<file path="src/hw/rtl/touch_zone_event_tracker_assert.svh">
// assertion macros for the touch zone event tracker
// used by modules that include this header; no other dependencies
`ifndef TOUCH_ZONE_EVENT_TRACKER_ASSERT_SVH
`define TOUCH_ZONE_EVENT_TRACKER_ASSERT_SVH

// same-cycle implication
`define TZET_ASSERT_NOW(label, clk, rst_n, ante, cons) \
    label: assert property (@(posedge clk) disable iff (!rst_n) (ante) |-> (cons)) \
        else $error("touch zone event tracker: assertion failed");

// next-cycle implication
`define TZET_ASSERT_NEXT(label, clk, rst_n, ante, cons) \
    label: assert property (@(posedge clk) disable iff (!rst_n) (ante) |=> (cons)) \
        else $error("touch zone event tracker: assertion failed");

`endif

</file>
<file path="src/hw/rtl/tzet_pkg.sv">
// shared types, codes and zone table for the touch zone event tracker
// no dependencies
package tzet_pkg;

    localparam int NUM_ZONES   = 16;
    localparam int ZONE_DEPTH  = 16;
    localparam int ZONE_CHECK  = (NUM_ZONES < ZONE_DEPTH) ? NUM_ZONES : ZONE_DEPTH;
    localparam int ZONE_IDX_W  = $clog2(ZONE_DEPTH);
    localparam int NUM_SCREENS = 3;
    localparam int SCREEN_W    = 2;
    localparam int FIFO_DEPTH  = 2;
    localparam int FIFO_PTR_W  = (FIFO_DEPTH > 1) ? $clog2(FIFO_DEPTH) : 1;
    localparam int FIFO_CNT_W  = $clog2(FIFO_DEPTH + 1);

    localparam logic [1:0] OP_X       = 2'd0;
    localparam logic [1:0] OP_Y       = 2'd1;
    localparam logic [1:0] OP_CONTACT = 2'd2;
    localparam logic [1:0] OP_KEY     = 2'd3;

    localparam logic [1:0] ACT_PRESS   = 2'd0;
    localparam logic [1:0] ACT_RELEASE = 2'd1;
    localparam logic [1:0] ACT_CYCLE   = 2'd2;

    localparam logic [SCREEN_W-1:0] SCREEN_HOME    = SCREEN_W'(0);
    localparam logic [SCREEN_W-1:0] SCREEN_CONTROL = SCREEN_W'(1);
    localparam logic [SCREEN_W-1:0] SCREEN_LAST    = SCREEN_W'(NUM_SCREENS - 1);

    localparam logic [15:0]        TOGGLE_RESET = 16'd112;
    localparam logic signed [17:0] ROT_BASE     = 18'sd279;

    typedef struct packed {
        logic [1:0]         opcode;
        logic signed [15:0] coord_value;
        logic [15:0]        key_usage;
        logic               pressed;
    } t_in_word;

    typedef struct packed {
        logic [1:0]            action;
        logic [ZONE_IDX_W-1:0] button_index;
        logic [SCREEN_W-1:0]   screen_now;
    } t_out_word;

    typedef enum logic {
        CMD_KEY_CYCLE,
        CMD_CONTACT
    } t_cmd_kind;

    typedef struct packed {
        t_cmd_kind             kind;
        logic                  pressed;
        logic                  hit_valid;
        logic [ZONE_IDX_W-1:0] hit_idx;
    } t_cmd;

    typedef struct packed {
        logic signed [15:0] x_lo;
        logic signed [15:0] x_hi;
        logic signed [15:0] y_lo;
        logic signed [15:0] y_hi;
    } t_zone;

    localparam t_zone ZONE_ROM [ZONE_DEPTH] = '{
        '{16'sd0,   16'sd59,  16'sd0,   16'sd59},
        '{16'sd220, 16'sd279, 16'sd0,   16'sd59},
        '{16'sd0,   16'sd59,  16'sd180, 16'sd239},
        '{16'sd220, 16'sd279, 16'sd180, 16'sd239},
        '{16'sd55,  16'sd114, 16'sd0,   16'sd59},
        '{16'sd110, 16'sd169, 16'sd0,   16'sd59},
        '{16'sd165, 16'sd224, 16'sd0,   16'sd59},
        '{16'sd55,  16'sd114, 16'sd180, 16'sd239},
        '{16'sd110, 16'sd169, 16'sd180, 16'sd239},
        '{16'sd165, 16'sd224, 16'sd180, 16'sd239},
        '{16'sd0,   16'sd59,  16'sd45,  16'sd104},
        '{16'sd0,   16'sd59,  16'sd90,  16'sd149},
        '{16'sd0,   16'sd59,  16'sd135, 16'sd194},
        '{16'sd220, 16'sd279, 16'sd45,  16'sd104},
        '{16'sd220, 16'sd279, 16'sd90,  16'sd149},
        '{16'sd220, 16'sd279, 16'sd135, 16'sd194}
    };

endpackage

</file>
<file path="src/hw/rtl/tzet_front.sv">
// front end: accepts input words, latches coordinates, hit-tests zones, queues commands
// depends on tzet_pkg
module tzet_front (
    input  logic              i_clk,
    input  logic              i_rst_n,
    input  logic              i_in_valid,
    output logic              o_in_stall,
    input  tzet_pkg::t_in_word i_in_word,
    input  logic              i_cfg_we,
    input  logic [15:0]       i_cfg_wdata,
    input  logic              i_q_full,
    output logic              o_q_push,
    output tzet_pkg::t_cmd    o_q_cmd
);

    logic signed [15:0] r_touch_x;
    logic signed [15:0] r_touch_y;
    logic [15:0]        r_toggle_key;
    logic signed [17:0] rot_x;
    logic signed [17:0] rot_y;
    logic               hit_valid;
    logic [tzet_pkg::ZONE_IDX_W-1:0] hit_idx;
    logic               accept;
    logic               want_push;

    assign o_in_stall = i_q_full;
    assign accept     = i_in_valid && !i_q_full;

    // rotate latched point onto the control screen frame
    assign rot_x = tzet_pkg::ROT_BASE - {{2{r_touch_y[15]}}, r_touch_y};
    assign rot_y = {{2{r_touch_x[15]}}, r_touch_x};

    // first matching zone wins
    always_comb begin
        hit_valid = 1'b0;
        hit_idx   = '0;
        for (int i = tzet_pkg::ZONE_CHECK - 1; i >= 0; i--) begin
            if (rot_x >= tzet_pkg::ZONE_ROM[i].x_lo && rot_x <= tzet_pkg::ZONE_ROM[i].x_hi &&
                rot_y >= tzet_pkg::ZONE_ROM[i].y_lo && rot_y <= tzet_pkg::ZONE_ROM[i].y_hi) begin
                hit_valid = 1'b1;
                hit_idx   = tzet_pkg::ZONE_IDX_W'(i);
            end
        end
    end

    always_comb begin
        want_push          = 1'b0;
        o_q_cmd.kind       = tzet_pkg::CMD_CONTACT;
        o_q_cmd.pressed    = i_in_word.pressed;
        o_q_cmd.hit_valid  = hit_valid;
        o_q_cmd.hit_idx    = hit_idx;
        unique case (i_in_word.opcode)
            tzet_pkg::OP_X, tzet_pkg::OP_Y: begin
                want_push = 1'b0;
            end
            tzet_pkg::OP_CONTACT: begin
                want_push = 1'b1;
            end
            tzet_pkg::OP_KEY: begin
                o_q_cmd.kind = tzet_pkg::CMD_KEY_CYCLE;
                want_push    = i_in_word.pressed && (i_in_word.key_usage == r_toggle_key);
            end
            default: begin
                want_push = 1'b0;
            end
        endcase
    end

    assign o_q_push = accept && want_push;

    always_ff @(posedge i_clk) begin
        if (!i_rst_n) begin
            r_touch_x    <= '0;
            r_touch_y    <= '0;
            r_toggle_key <= tzet_pkg::TOGGLE_RESET;
        end else begin
            if (accept && i_in_word.opcode == tzet_pkg::OP_X) begin
                r_touch_x <= i_in_word.coord_value;
            end
            if (accept && i_in_word.opcode == tzet_pkg::OP_Y) begin
                r_touch_y <= i_in_word.coord_value;
            end
            if (i_cfg_we) begin
                r_toggle_key <= i_cfg_wdata;
            end
        end
    end

endmodule

</file>
<file path="src/hw/rtl/tzet_fifo.sv">
// short command queue between front and back ends
// depends on tzet_pkg and the assertion header
`include "touch_zone_event_tracker_assert.svh"
module tzet_fifo (
    input  logic           i_clk,
    input  logic           i_rst_n,
    input  logic           i_push,
    input  tzet_pkg::t_cmd i_push_cmd,
    output logic           o_full,
    output logic           o_valid,
    output tzet_pkg::t_cmd o_cmd,
    input  logic           i_pop
);

    tzet_pkg::t_cmd                r_mem [tzet_pkg::FIFO_DEPTH];
    logic [tzet_pkg::FIFO_PTR_W-1:0] r_wr_ptr;
    logic [tzet_pkg::FIFO_PTR_W-1:0] r_rd_ptr;
    logic [tzet_pkg::FIFO_CNT_W-1:0] r_count;
    logic [tzet_pkg::FIFO_PTR_W-1:0] n_wr_ptr;
    logic [tzet_pkg::FIFO_PTR_W-1:0] n_rd_ptr;
    logic [tzet_pkg::FIFO_CNT_W-1:0] n_count;
    logic do_push;
    logic do_pop;

    assign o_full  = (r_count == tzet_pkg::FIFO_CNT_W'(tzet_pkg::FIFO_DEPTH));
    assign o_valid = (r_count != '0);
    assign o_cmd   = r_mem[r_rd_ptr];
    assign do_push = i_push && !o_full;
    assign do_pop  = i_pop && o_valid;

    always_comb begin
        n_wr_ptr = r_wr_ptr;
        n_rd_ptr = r_rd_ptr;
        n_count  = r_count;
        if (do_push) begin
            n_wr_ptr = (r_wr_ptr == tzet_pkg::FIFO_PTR_W'(tzet_pkg::FIFO_DEPTH - 1)) ?
                       '0 : tzet_pkg::FIFO_PTR_W'(r_wr_ptr + 1'b1);
        end
        if (do_pop) begin
            n_rd_ptr = (r_rd_ptr == tzet_pkg::FIFO_PTR_W'(tzet_pkg::FIFO_DEPTH - 1)) ?
                       '0 : tzet_pkg::FIFO_PTR_W'(r_rd_ptr + 1'b1);
        end
        priority if (do_push && !do_pop) begin
            n_count = tzet_pkg::FIFO_CNT_W'(r_count + 1'b1);
        end else if (do_pop && !do_push) begin
            n_count = tzet_pkg::FIFO_CNT_W'(r_count - 1'b1);
        end else begin
            n_count = r_count;
        end
    end

    always_ff @(posedge i_clk) begin
        if (!i_rst_n) begin
            r_wr_ptr <= '0;
            r_rd_ptr <= '0;
            r_count  <= '0;
        end else begin
            r_wr_ptr <= n_wr_ptr;
            r_rd_ptr <= n_rd_ptr;
            r_count  <= n_count;
        end
    end

    always_ff @(posedge i_clk) begin
        if (do_push) begin
            r_mem[r_wr_ptr] <= i_push_cmd;
        end
    end

    `TZET_ASSERT_NOW(a_count_bound, i_clk, i_rst_n, 1'b1,
        r_count <= tzet_pkg::FIFO_CNT_W'(tzet_pkg::FIFO_DEPTH))
    `TZET_ASSERT_NEXT(a_push_fills, i_clk, i_rst_n, do_push && !do_pop, o_valid)

endmodule

</file>
<file path="src/hw/rtl/tzet_back.sv">
// back end: screen, contact and held button state, result register
// depends on tzet_pkg and the assertion header
`include "touch_zone_event_tracker_assert.svh"
module tzet_back (
    input  logic                i_clk,
    input  logic                i_rst_n,
    input  logic                i_cmd_valid,
    input  tzet_pkg::t_cmd      i_cmd,
    output logic                o_cmd_pop,
    input  logic                i_out_stall,
    output logic                o_out_valid,
    output tzet_pkg::t_out_word o_out_word
);

    logic [tzet_pkg::SCREEN_W-1:0]   r_screen;
    logic                            r_touching;
    logic                            r_held_valid;
    logic [tzet_pkg::ZONE_IDX_W-1:0] r_held_idx;
    logic                            r_out_valid;
    tzet_pkg::t_out_word             r_out;

    logic [tzet_pkg::SCREEN_W-1:0]   n_screen;
    logic                            n_touching;
    logic                            n_held_valid;
    logic [tzet_pkg::ZONE_IDX_W-1:0] n_held_idx;
    logic                            n_out_valid;
    tzet_pkg::t_out_word             n_out;
    logic [tzet_pkg::SCREEN_W-1:0]   screen_next;
    logic                            on_control;

    assign o_cmd_pop   = i_cmd_valid && (!r_out_valid || !i_out_stall);
    assign o_out_valid = r_out_valid;
    assign o_out_word  = r_out;
    assign on_control  = (r_screen == tzet_pkg::SCREEN_CONTROL);
    assign screen_next = (r_screen == tzet_pkg::SCREEN_LAST) ?
                         tzet_pkg::SCREEN_HOME : tzet_pkg::SCREEN_W'(r_screen + 1'b1);

    always_comb begin
        n_screen     = r_screen;
        n_touching   = r_touching;
        n_held_valid = r_held_valid;
        n_held_idx   = r_held_idx;
        n_out_valid  = r_out_valid && i_out_stall;
        n_out        = r_out;
        if (o_cmd_pop) begin
            unique case (i_cmd.kind)
                tzet_pkg::CMD_KEY_CYCLE: begin
                    n_screen     = screen_next;
                    n_out_valid  = 1'b1;
                    n_out        = '{tzet_pkg::ACT_CYCLE, '0, screen_next};
                end
                tzet_pkg::CMD_CONTACT: begin
                    if (i_cmd.pressed) begin
                        if (!r_touching) begin
                            n_touching = 1'b1;
                            if (on_control && i_cmd.hit_valid) begin
                                n_held_valid = 1'b1;
                                n_held_idx   = i_cmd.hit_idx;
                                n_out_valid  = 1'b1;
                                n_out        = '{tzet_pkg::ACT_PRESS, i_cmd.hit_idx, r_screen};
                            end else begin
                                if (on_control) begin
                                    n_held_valid = 1'b0;
                                end
                                n_screen    = screen_next;
                                n_out_valid = 1'b1;
                                n_out       = '{tzet_pkg::ACT_CYCLE, '0, screen_next};
                            end
                        end
                    end else begin
                        n_touching = 1'b0;
                        if (on_control && r_held_valid) begin
                            n_held_valid = 1'b0;
                            n_out_valid  = 1'b1;
                            n_out        = '{tzet_pkg::ACT_RELEASE, r_held_idx, r_screen};
                        end
                    end
                end
                default: begin
                    n_screen = r_screen;
                end
            endcase
        end
    end

    always_ff @(posedge i_clk) begin
        if (!i_rst_n) begin
            r_screen     <= tzet_pkg::SCREEN_HOME;
            r_touching   <= 1'b0;
            r_held_valid <= 1'b0;
            r_out_valid  <= 1'b0;
        end else begin
            r_screen     <= n_screen;
            r_touching   <= n_touching;
            r_held_valid <= n_held_valid;
            r_out_valid  <= n_out_valid;
        end
    end

    always_ff @(posedge i_clk) begin
        r_held_idx <= n_held_idx;
        r_out      <= n_out;
    end

    `TZET_ASSERT_NOW(a_screen_range, i_clk, i_rst_n, 1'b1, r_screen <= tzet_pkg::SCREEN_LAST)
    `TZET_ASSERT_NOW(a_press_on_control, i_clk, i_rst_n,
        r_out_valid && r_out.action == tzet_pkg::ACT_PRESS,
        r_out.screen_now == tzet_pkg::SCREEN_CONTROL)
    `TZET_ASSERT_NEXT(a_press_holds, i_clk, i_rst_n,
        o_cmd_pop && n_out_valid && n_out.action == tzet_pkg::ACT_PRESS,
        r_held_valid && r_touching)

endmodule

</file>
<file path="src/hw/rtl/touch_zone_event_tracker.sv">
// top level of the touch zone event tracker: front end, command queue, back end
// depends on tzet_pkg, tzet_front, tzet_fifo and tzet_back
//
//   channel   handshake                     word
//   input     i_in_valid / o_in_stall       i_in_word  (tzet_pkg::t_in_word)
//   output    o_out_valid / i_out_stall     o_out_word (tzet_pkg::t_out_word)
//   config    i_cfg_we                      i_cfg_wdata (toggle key code)
//
// one input word per cycle sustained while o_in_stall is low; a result goes through
// a queue entry and then the output register after its word is taken
// front end hit-tests all zones combinationally; back end updates state on each pop
// two-entry queue between them; o_in_stall rises only when it is full
// a stalled output word holds; the queue absorbs input until full
// synchronous reset clears queue, screen, contact and held button; toggle key 112
module touch_zone_event_tracker (
    input  logic                i_clk,
    input  logic                i_rst_n,
    input  logic                i_in_valid,
    output logic                o_in_stall,
    input  tzet_pkg::t_in_word  i_in_word,
    output logic                o_out_valid,
    input  logic                i_out_stall,
    output tzet_pkg::t_out_word o_out_word,
    input  logic                i_cfg_we,
    input  logic [15:0]         i_cfg_wdata
);

    logic           q_full;
    logic           q_push;
    tzet_pkg::t_cmd q_push_cmd;
    logic           q_valid;
    tzet_pkg::t_cmd q_cmd;
    logic           q_pop;

    tzet_front u_front (
        .i_clk       (i_clk),
        .i_rst_n     (i_rst_n),
        .i_in_valid  (i_in_valid),
        .o_in_stall  (o_in_stall),
        .i_in_word   (i_in_word),
        .i_cfg_we    (i_cfg_we),
        .i_cfg_wdata (i_cfg_wdata),
        .i_q_full    (q_full),
        .o_q_push    (q_push),
        .o_q_cmd     (q_push_cmd)
    );

    tzet_fifo u_fifo (
        .i_clk      (i_clk),
        .i_rst_n    (i_rst_n),
        .i_push     (q_push),
        .i_push_cmd (q_push_cmd),
        .o_full     (q_full),
        .o_valid    (q_valid),
        .o_cmd      (q_cmd),
        .i_pop      (q_pop)
    );

    tzet_back u_back (
        .i_clk       (i_clk),
        .i_rst_n     (i_rst_n),
        .i_cmd_valid (q_valid),
        .i_cmd       (q_cmd),
        .o_cmd_pop   (q_pop),
        .i_out_stall (i_out_stall),
        .o_out_valid (o_out_valid),
        .o_out_word  (o_out_word)
    );

endmodule

</file>
<file path="config.mk">
export PLATFORM = sky130hd
export DESIGN_NAME = touch_zone_event_tracker
export DESIGN_NICKNAME = d
export VERILOG_FILES = /design/src/hw/rtl/tzet_pkg.sv /design/src/hw/rtl/tzet_front.sv /design/src/hw/rtl/tzet_fifo.sv /design/src/hw/rtl/tzet_back.sv /design/src/hw/rtl/touch_zone_event_tracker.sv
export VERILOG_INCLUDE_DIRS = /design/src /design/src/hw/rtl
export SDC_FILE = /design/constraint.sdc
export NUM_CORES = 1
export LEC_CHECK = 0
export BUFFER_PORTS_ARGS = -buffer_cell sky130_fd_sc_hd__buf_2
export CELL_PAD_IN_SITES_DETAIL_PLACEMENT = 0
export CELL_PAD_IN_SITES_GLOBAL_PLACEMENT = 2
export CORE_ASPECT_RATIO = 0.6
export CORE_MARGIN = 1.5
export CORE_UTILIZATION = 38
export CTS_CLUSTER_SIZE = 16
export DETAILED_ROUTE_END_ITERATION = 6
export PLACE_DENSITY_LB_ADDON = 0.12
export SLEW_MARGIN = 10
export SYNTH_ARGS = -nofsm -noshare
export SYNTH_HDL_FRONTEND = slang
export SYNTH_SLANG_ARGS = --single-unit
</file>
<file path="constraint.sdc">
create_clock -name i_clk -period 4.9 [get_ports i_clk]
set_input_delay 0.98 -clock i_clk [delete_from_list [all_inputs] [get_ports i_clk]]
set_output_delay 0.98 -clock i_clk [all_outputs]
set_load 0.01 [all_outputs]
</file>
Word level (Yosys, flattened, before mapping) --
Memory sizes are Yosys's and may differ from the RTL's. A register that Yosys moved wholly into a read port is not among the register bits. Index checks and enable logic that the tools add are counted.
Storage, ports and cells: word-level logic and storage cells 186, bits of input ports 56, bits in writable memories 14, flip-flop bits (word level) 69, output and inout bits 10, memories 1
Memories:
- u_fifo.r_mem | depth 2, bits a word 7, read ports 1, clocked after memory_dff 1, wr ports 1, line tzet_fifo.sv:15 | tzet_pkg::t_cmd r_mem [tzet_pkg::FIFO_DEPTH];
Cells by class: bitwise gates (word level) 2, $lt $le $gt $ge 20, add/sub/neg operators 6, muxes and demuxes 63, reduce and logical (&&, ||, !) cells 66, equal/unequal tests 14
Operator list (number):
- 2-to-1 mux 4 bit | 16
- logical AND 1 bit | 50
- <= comparator 16 x 9 -> 1 bit, second input constant | 3
- greater-or-equal comparator 18 x 9 -> 1 bit, second input constant | 2
- <= comparator 18 x 9 -> 1 bit, second input constant | 2
- 2-to-1 mux 1 bit | 33
- greater-or-equal comparator 16 x 9 -> 1 bit, second input constant | 2
- 2-to-1 mux 8 bit | 4
- greater-or-equal comparator 18 x 1 -> 1 bit, second input constant | 1
- greater-or-equal comparator 18 x 7 -> 1 bit, second input constant | 1
- greater-or-equal comparator 18 x 8 -> 1 bit, second input constant | 1
- <= comparator 18 x 10 -> 1 bit, second input constant | 1
- <= comparator 18 x 7 -> 1 bit, second input constant | 1
- <= comparator 18 x 8 -> 1 bit, second input constant | 1
- subtractor 10 x 16 -> 17 bit, first input constant | 1
- equality test 16 bit | 1
- greater-or-equal comparator 16 x 1 -> 1 bit, second input constant | 1
- greater-or-equal comparator 16 x 7 -> 1 bit, second input constant | 1
- greater-or-equal comparator 16 x 8 -> 1 bit, second input constant | 1
- <= comparator 16 x 7 -> 1 bit, second input constant | 1
- <= comparator 16 x 8 -> 1 bit, second input constant | 1
- case mux 8 bit (2 select lines) | 1
- 2-to-1 mux 2 bit | 6
- AND reduction 5 bit | 2
- 20 further kinds | 37

Depth between registers and ports, before layout --
Gate-level depths: netlist (run 1).
depth in word-level cells 21, mapped depth 11

Modules after synthesis --
From an unflattened synthesis (run 1), not the netlist that was laid out.
Unflattened totals: cell total of the unflattened synthesis 535, area total of the unflattened synthesis 4840.9 sq um
By module, submodules not included:
- tzet_front | cells an instance 429, seq. area each 960.9 sq um, area each 3349.5 sq um, instances 1
- tzet_back | cells an instance 59, seq. area each 460.4 sq um, area each 750.7 sq um, instances 1
- tzet_fifo | cells an instance 47, seq. area each 520.5 sq um, area each 740.7 sq um, instances 1

Worst setup path before layout (run 1) --
Ideal clock, no wire load.
path type reg-to-reg, start point register u_front.r_touch_y[4], end point memory u_fifo.r_mem[0][3] (netlist name), data pin, buffers on the path 1, arrival 2.837 ns, setup time 0.157 ns, slack 1.906 ns, required time 4.743 ns, stages on the path, launching flop included 11, period minus slack after synthesis 2.994 ns, path through dfxtp_1 -> ha_1 -> clkbuf_1 -> o41a_1 -> or4_1 -> o31a_1 -> nor4_4 -> nand3_2 -> a22o_1 -> or2_0 -> a21oi_1
RTL lines:
- from (decl) | line tzet_front.sv:17 | logic signed [15:0] r_touch_y;
- from (signal assigned) | line tzet_front.sv:81 | r_touch_y <= i_in_word.coord_value;
- to (decl) | line tzet_fifo.sv:15

==> results of run 1 <==
==> sequential cells by signal, indices dropped and copies added, names as in the netlist, named ones only <==
name and flops:
u_back.r_touching 1, u_back.r_held_idx 4, u_fifo.r_rd_ptr 1, u_front.r_touch_y 16, u_back.o_out_word 8, u_front.r_touch_x 16, u_back.o_out_valid 1, u_fifo.r_count 2
u_fifo.r_mem 14, u_back.r_screen 2, u_fifo.r_wr_ptr 1, u_back.r_held_valid 1, u_front.r_toggle_key 16
==> path summary, 6_finish.rpt <==
kind	from	endpoint	slack [ns]	depth (start not counted)
setup reg to reg	u_front.r_touch_y[3]	u_fifo.r_mem[0][3]	1.45	9
hold / removal	u_front.r_touch_x[11]	u_front.r_touch_x[11]	0.46	2
setup / recovery	u_front.r_touch_y[3]	u_fifo.r_mem[0][3]	1.45	9
hold reg to reg	u_front.r_touch_x[11]	u_front.r_touch_x[11]	0.46	2
==> layout make-up <==
type	instances	area [µm²]	area share, %
Clock buffer	12	268	5.17
Clock inverter	4	30.0	0.580
Inverter	9	33.8	0.653
Multi-Input combinational cell	372	2380	45.9
Sequential cell	84	1940	37.5
Tap cell	160	200	3.87
Timing Repair Buffer	65	325	6.28
==> worst max-delay path, stage by stage (launching register included) <==
cell     delay [ns]
dfxtp_1        0.47
ha_1           0.40
o41a_1         0.45
or4_1          0.43
o31a_1         0.28
nor4_4         0.35
nand3_2        0.24
a22o_1         0.28
or2_0          0.20
a21oi_1        0.16
==> stage by stage <==
step / instances / setup slack [ns] / total power, mW / util (%)
4_1_cts: 706 / 1.49 / 2.07 / 45.5
3_3_place_gp: 690 / 1.66 / 1.38 / 42.9
6_report: 706 / 1.45 / 2.04 / 45.5
3_5_place_dp: 690 / 1.51 / 1.39 / 42.9
5_1_grt: 706 / 1.25 / 2.17 / 45.5
2_1_floorplan: 493 / 1.91 / 1.25 / -
==> report_power, final <==
group | internal (mW) | total [mW] | switching (mW) | leakage (nW)
Clock | 0.391 | 0.669 | 0.279 | 0.141
Sequential | 0.812 | 0.875 | 0.0625 | 0.716
Combinational | 0.214 | 0.500 | 0.286 | 1.12
Total | 1.42 | 2.04 | 0.628 | 1.97
==> per-layer routing <==
| metal | wire (µm) | part of all wire [%] |
|---|---|---|
| met5 | 0 | 0 |
| met4 | 79 | 0.73 |
| met3 | 740 | 6.9 |
| met2 | 4080 | 38 |
| met1 | 5880 | 55 |
==> synthesized netlist by cell type (all sizes together) (3+ instances only) <==
cell type / number
or3: 4
ha: 5
or2: 4
nand3: 15
nor3: 11
a22o: 5
a21boi: 37
nand2: 90
nand4: 5
or4: 5
a211oi: 4
inv: 9
o211a: 4
nor4: 7
xnor2: 24
mux2: 4
xor2: 4
o22ai: 3
o21ai: 14
nor2: 21
nor3b: 3
clkbuf: 26
o211ai: 3
nor2b: 23
dfxtp: 58
edfxtp: 26
a21oi: 17
mux2i: 21
and2: 7
==> cell families after synthesis <==
| logic type | after synthesis |
|---|---|
| compound gates | 112 |
| xor+xnor | 28 |
| fa+ha+maj | 5 |
| buf+inv | 37 |
| flops | 84 |
| mux | 25 |
| simple gates | 202 |
==> impl_metrics.env, run 1 <==
export IMPL_cts_root_buf="clkbuf_16"
export IMPL_avgSynthCellArea_um2=9.05
export IMPL_drt_iter0_drc=294
export IMPL_worst_slew_pin_slew_ns=1.10
export IMPL_placed_cell_area_mm2=0.00488
export IMPL_synth_area_leaders="dfxtp_1 (26%), edfxtp_1 (17%), nand2_1 (7.5%), a21boi_0 (6.1%), mux2i_1 (4.7%)"
export IMPL_place_congestion=0.813
export IMPL_max_freq_ghz=0.290
export IMPL_htreeDepth=3
export IMPL_grt_max_degree=59
export IMPL_route_detailed_drc=0
export IMPL_finalHoldViolations=0
export IMPL_antenna_cells=0
export IMPL_critical_path_endpoint_type="flop"
export IMPL_hp_class="flop to flop"
export IMPL_numPortBuffers=65
export IMPL_dp_hpwl_um=8090
export IMPL_status="complete, no violations"
export IMPL_async_flop_share_pct=0
export IMPL_drive_above_1_share_pct=17.0
export IMPL_ios=66
export IMPL_grt_usage_pct=18.3
export IMPL_slew_violations=0
export IMPL_start_util_pct=39.2
export IMPL_cts_hold_buf=0
export IMPL_fin_tns_setup_ns=0
export IMPL_path_max_fanout=16
export IMPL_synth_seq_cells=84
export IMPL_skew_ns=0.00929
export IMPL_ys_types=61
export IMPL_routed_via_count=3626
export IMPL_final_cell_mix="nand2_1 (89), buf_2 (65), dfxtp_1 (58)"
export IMPL_timing_final_crit_share_pct=70.3
export IMPL_cts_max_path_buffers=2
export IMPL_grt_use_met2_pct=24.3
export IMPL_syn_nets=554
export IMPL_fin_nets=602
export IMPL_fp_dieArea_mm2=0.0124
export IMPL_grt_busiest_layer="met1"
export IMPL_grt_use_met3_pct=6.05
export IMPL_cts_buffers=9
export IMPL_cts_clk_slew_worst_paths_ns=0.06
export IMPL_synthSimpleGateAreaFrac_pct=22.3
export IMPL_min_period_ns=3.45
export IMPL_rsz0062_at_grt="no"
export IMPL_synth_cells=493
export IMPL_layout_commonest_cell="nand2_1"
export IMPL_core_region_area_mm2=0.0114
export IMPL_setup_violations=0
export IMPL_wl_um=10800
export IMPL_grt_pass1_vias=3403
export IMPL_grt_pass1_wl_um=17600
export IMPL_synth_edf_count=26
export IMPL_syn_area_mm2=0.00446
export IMPL_yosys_area_top_type="dfxtp_1"
export IMPL_relSlewSlack_pct=26.1
export IMPL_grt_use_met1_pct=28.2
export IMPL_ant_nets=0
export IMPL_grt_overflow=0
export IMPL_final_area_mm2=0.00518
export IMPL_synth_seq_area_share_pct=43.5
export IMPL_synth_compound_area_share_pct=18.2
export IMPL_drv_cap=0
export IMPL_cp_required_ns=5.07
export IMPL_detail_route_vias_per_cell=5.14
export IMPL_synth_xor_xnor_area_share_pct=5.50
export IMPL_antenna_found_initial=0
export IMPL_power_density_mw_per_mm2=395
export IMPL_tritoncts="done"
export IMPL_cts_resized=0
export IMPL_crit_arrival_ns=3.61
export IMPL_insertion_delay_ns=0.34
export IMPL_fp_dieW_um=143
export IMPL_path_class="flop to flop"
export IMPL_wl_per_cell_um=15.3
export IMPL_first_pass_iters=4
export IMPL_synthMuxAreaShare_pct=5.72
export IMPL_die_h_um=86.9
export IMPL_vdd_drop_max_uv=181
export IMPL_areaGrowthSynthToFinish_pct=16.0
export IMPL_synth_top_family_by_area="simple AND/OR/NAND/NOR gates"
export IMPL_start_kind="flop"
export IMPL_clock_sinks=84
export IMPL_synth_top_cell_area_share_pct=26.0
export IMPL_hold_slack_ns=0.465
export IMPL_fp_row_count=30
export IMPL_fill_cells=1114
export IMPL_cts_setup_buffers=0
export IMPL_synthAdderAreaFrac_pct=1.40
export IMPL_ys_warn_count=0
export IMPL_synthFlopType="dfxtp_1"
export IMPL_p_leak_nw=1.97
Note: power is estimated with default switching activity, not from simulation.
==> run 2, diff against run 1 <==
Settings changed: ABC_AREA from default to 1, CORE_UTILIZATION 38 to 32.
Clock period 4.9 ns to 3.5 ns, I/O delays scaled along.
==> run 2 against run 1 <==
Net effect: die area increased by 23%; first-iteration DRC count is 8.8% lower; core utilization shrank 6.0 points; critical path depth up 5; sequential power is 44% higher; clock-buffer cell count decreased by 3; maximum frequency is 22% higher; total power up 59%; final cell count increased by 29%; synthesized area rose by 3.9%; highest routed layer unchanged.
==> impl_metrics.env, run 2 <==
export IMPL_worst_slew_pin_slew_ns=0.864
export IMPL_cts_hold_buf=0
export IMPL_fin_tns_setup_ns=0
export IMPL_numPortBuffers=65
export IMPL_avgSynthCellArea_um2=7.15
export IMPL_fp_dieW_um=158
export IMPL_synth_seq_area_share_pct=41.9
export IMPL_dp_hpwl_um=10400
export IMPL_synth_cells=648
export IMPL_slew_violations=0
export IMPL_setup_violations=0
export IMPL_status="complete, no violations"
export IMPL_synth_top_cell_area_share_pct=25.1
export IMPL_crit_buf_inv=1
export IMPL_ios=66
export IMPL_route_detailed_drc=0
export IMPL_tritoncts="done"
export IMPL_drt_iter0_drc=268
export IMPL_synth_seq_cells=84
export IMPL_synth_edf_count=26
export IMPL_p_leak_nw=2.52
export IMPL_synthFlopType="dfxtp_1"
export IMPL_syn_nets=709
export IMPL_grt_overflow=0
export IMPL_synth_commonest_cells="nand2_1 (125), inv_1 (87), o21ai_0 (66), nor2_1 (65), dfxtp_1 (58)"
export IMPL_power_density_mw_per_mm2=592
export IMPL_detail_route_vias_per_cell=4.98
export IMPL_cpPeakStageDelay_ns=0.54
export IMPL_fill_cells=1462
export IMPL_place_congestion=0.894
export IMPL_cts_setup_buffers=0
export IMPL_relSlewSlack_pct=42.4
export IMPL_cts_max_path_buffers=2
export IMPL_syn_area_mm2=0.00463
export IMPL_place_worst_setup_slack_ns=0.693
export IMPL_path_max_fanout=8
export IMPL_critical_path_endpoint_type="flop"
export IMPL_hp_class="flop to flop"
export IMPL_async_flop_share_pct=0
export IMPL_grt_pass1_wl_um=21100
export IMPL_crit_family="simple AND/OR/NAND/NOR gates"
export IMPL_start_util_pct=33.3
export IMPL_antenna_found_initial=0
export IMPL_routed_via_count=4526
export IMPL_start_kind="flop"
export IMPL_fin_ws_ns=0.666
export IMPL_cts_buffers=9
export IMPL_htreeDepth=3
export IMPL_wl_per_cell_um=14.8
export IMPL_clock_sinks=84
export IMPL_cts_clk_slew_worst_paths_ns=0.07
export IMPL_drv_cap=0
export IMPL_die_h_um=96.2
export IMPL_cts_root_buf="clkbuf_16"
export IMPL_yosys_area_top_type="dfxtp_1"
export IMPL_cp_required_ns=3.59
export IMPL_synth_area_leaders="dfxtp_1 (25%), edfxtp_1 (17%), nand2_1 (10%), o21ai_0 (7.1%), inv_1 (7.0%)"
export IMPL_areaGrowthSynthToFinish_pct=18.6
export IMPL_fin_nets=772
export IMPL_min_period_ns=2.83
export IMPL_grt_pass1_vias=4100
export IMPL_fp_row_count=33
export IMPL_crit_arrival_ns=2.92
export IMPL_fp_dieArea_mm2=0.0152
export IMPL_largestRegisters="u_front.r_toggle_key (16), u_front.r_touch_x (16), u_front.r_touch_y (16)"
export IMPL_ys_types=38
export IMPL_ant_nets=0
export IMPL_timing_final_crit_share_pct=81.0
export IMPL_crit_chain="ha_1, nor2_4, nand2_1, nand2_1, nand2_2, inv_1, nor3_1, nand4_1, a221oi_1, nand2_1, nand2_1, nand2_1, nand2_1, nand2_1"
export IMPL_ys_warn_count=0
export IMPL_vdd_drop_max_uv=285
export IMPL_path_class="flop to flop"
export IMPL_grt_max_degree=32
export IMPL_core_region_area_mm2=0.0139
export IMPL_antenna_cells=0
export IMPL_cts_resized=0
export IMPL_first_pass_iters=6
export IMPL_layout_commonest_cell="nand2_1"
export IMPL_report_power_total_mw=3.26
export IMPL_final_cell_mix="nand2_1 (125), inv_1 (87), o21ai_0 (66)"
export IMPL_finalHoldViolations=0
export IMPL_wl_um=13500
export IMPL_grt_usage_pct=18.3
export IMPL_yosys_cell_count_top_type="nand2_1"
export IMPL_max_freq_ghz=0.353
export IMPL_crit_top_cell="nand2_1"
export IMPL_skew_ns=0.00938
export IMPL_drive_above_1_share_pct=14.8
export IMPL_slowest_stage="a221oi_1"
export IMPL_insertion_delay_ns=0.34
export IMPL_rsz0062_at_grt="no"
==> run 2: power by group <==
group	internal, mW	switching, mW
Clock	0.638	0.433
Combinational	0.302	0.618
Sequential	1.18	0.0880
==> run 2: path summary, 6_finish.rpt <==
check	start	slack, ns	endpoint	cells after the start
worst max register to register	u_front.r_touch_y[3]	0.67	u_fifo.r_mem[0][0]	14
worst min-delay path	u_front.r_touch_x[11]	0.47	u_front.r_touch_x[11]	2
worst max-delay path	u_front.r_touch_y[3]	0.67	u_fifo.r_mem[0][0]	14
worst min register to register	u_front.r_touch_x[11]	0.47	u_front.r_touch_x[11]	2
==> run 2: routing by layer <==
metal,part of all wire [%],routed length [µm],vias to the layer above,track usage (%)
met1,56,7490,2074,28.6
met5,0,0,-,0
met4,0.62,84,0,4.36
li1,-,-,2305,-
met3,6.4,867,7,4.77
met2,37,5010,140,24.1
==> run 2: tightest hold or removal path, delay by kind of cell, from the launching register on <==
kind,cells,cell delay (ns)
compound gates,1,0.05
flops,1,0.31
simple gates,1,0.06
==> run 2: cell families (layout without fill, tap and decap cells) <==
| logic type | after synthesis | in the layout | share of synthesized area, % |
|---|---|---|---|
| buffers and inverters | 108 | 176 | 8.77 |
| xor gates and xnor gates | 10 | 10 | 1.89 |
| DFF | 84 | 84 | 41.9 |
| and+or+nand+nor | 288 | 288 | 27.5 |
| adders and majority gates | 5 | 5 | 1.35 |
| AOI/OAI and AO/OA | 153 | 153 | 18.5 |
==> run 2: area by class of cell <==
cell class | instances | area (µm²) | share of cell area [%]
Clock buffer | 9 | 225 | 4.10
Clock inverter | 7 | 108 | 1.96
Inverter | 91 | 342 | 6.21
Multi-Input combinational cell | 456 | 2290 | 41.6
Sequential cell | 84 | 1940 | 35.3
Tap cell | 192 | 240 | 4.37
Timing Repair Buffer | 69 | 355 | 6.46
==> run 2: metrics by stage <==
step / instances / utilization [%] / area, µm² / hold WS (ns)
2_1_floorplan: 648 / - / 4630 / 0.429
3_3_place_gp: 892 / 37.1 / 5160 / 0.452
3_5_place_dp: 892 / 37.1 / 5160 / 0.459
4_1_cts: 908 / 39.5 / 5500 / 0.468
5_1_grt: 908 / 39.5 / 5500 / 0.505
6_report: 908 / 39.5 / 5500 / 0.465
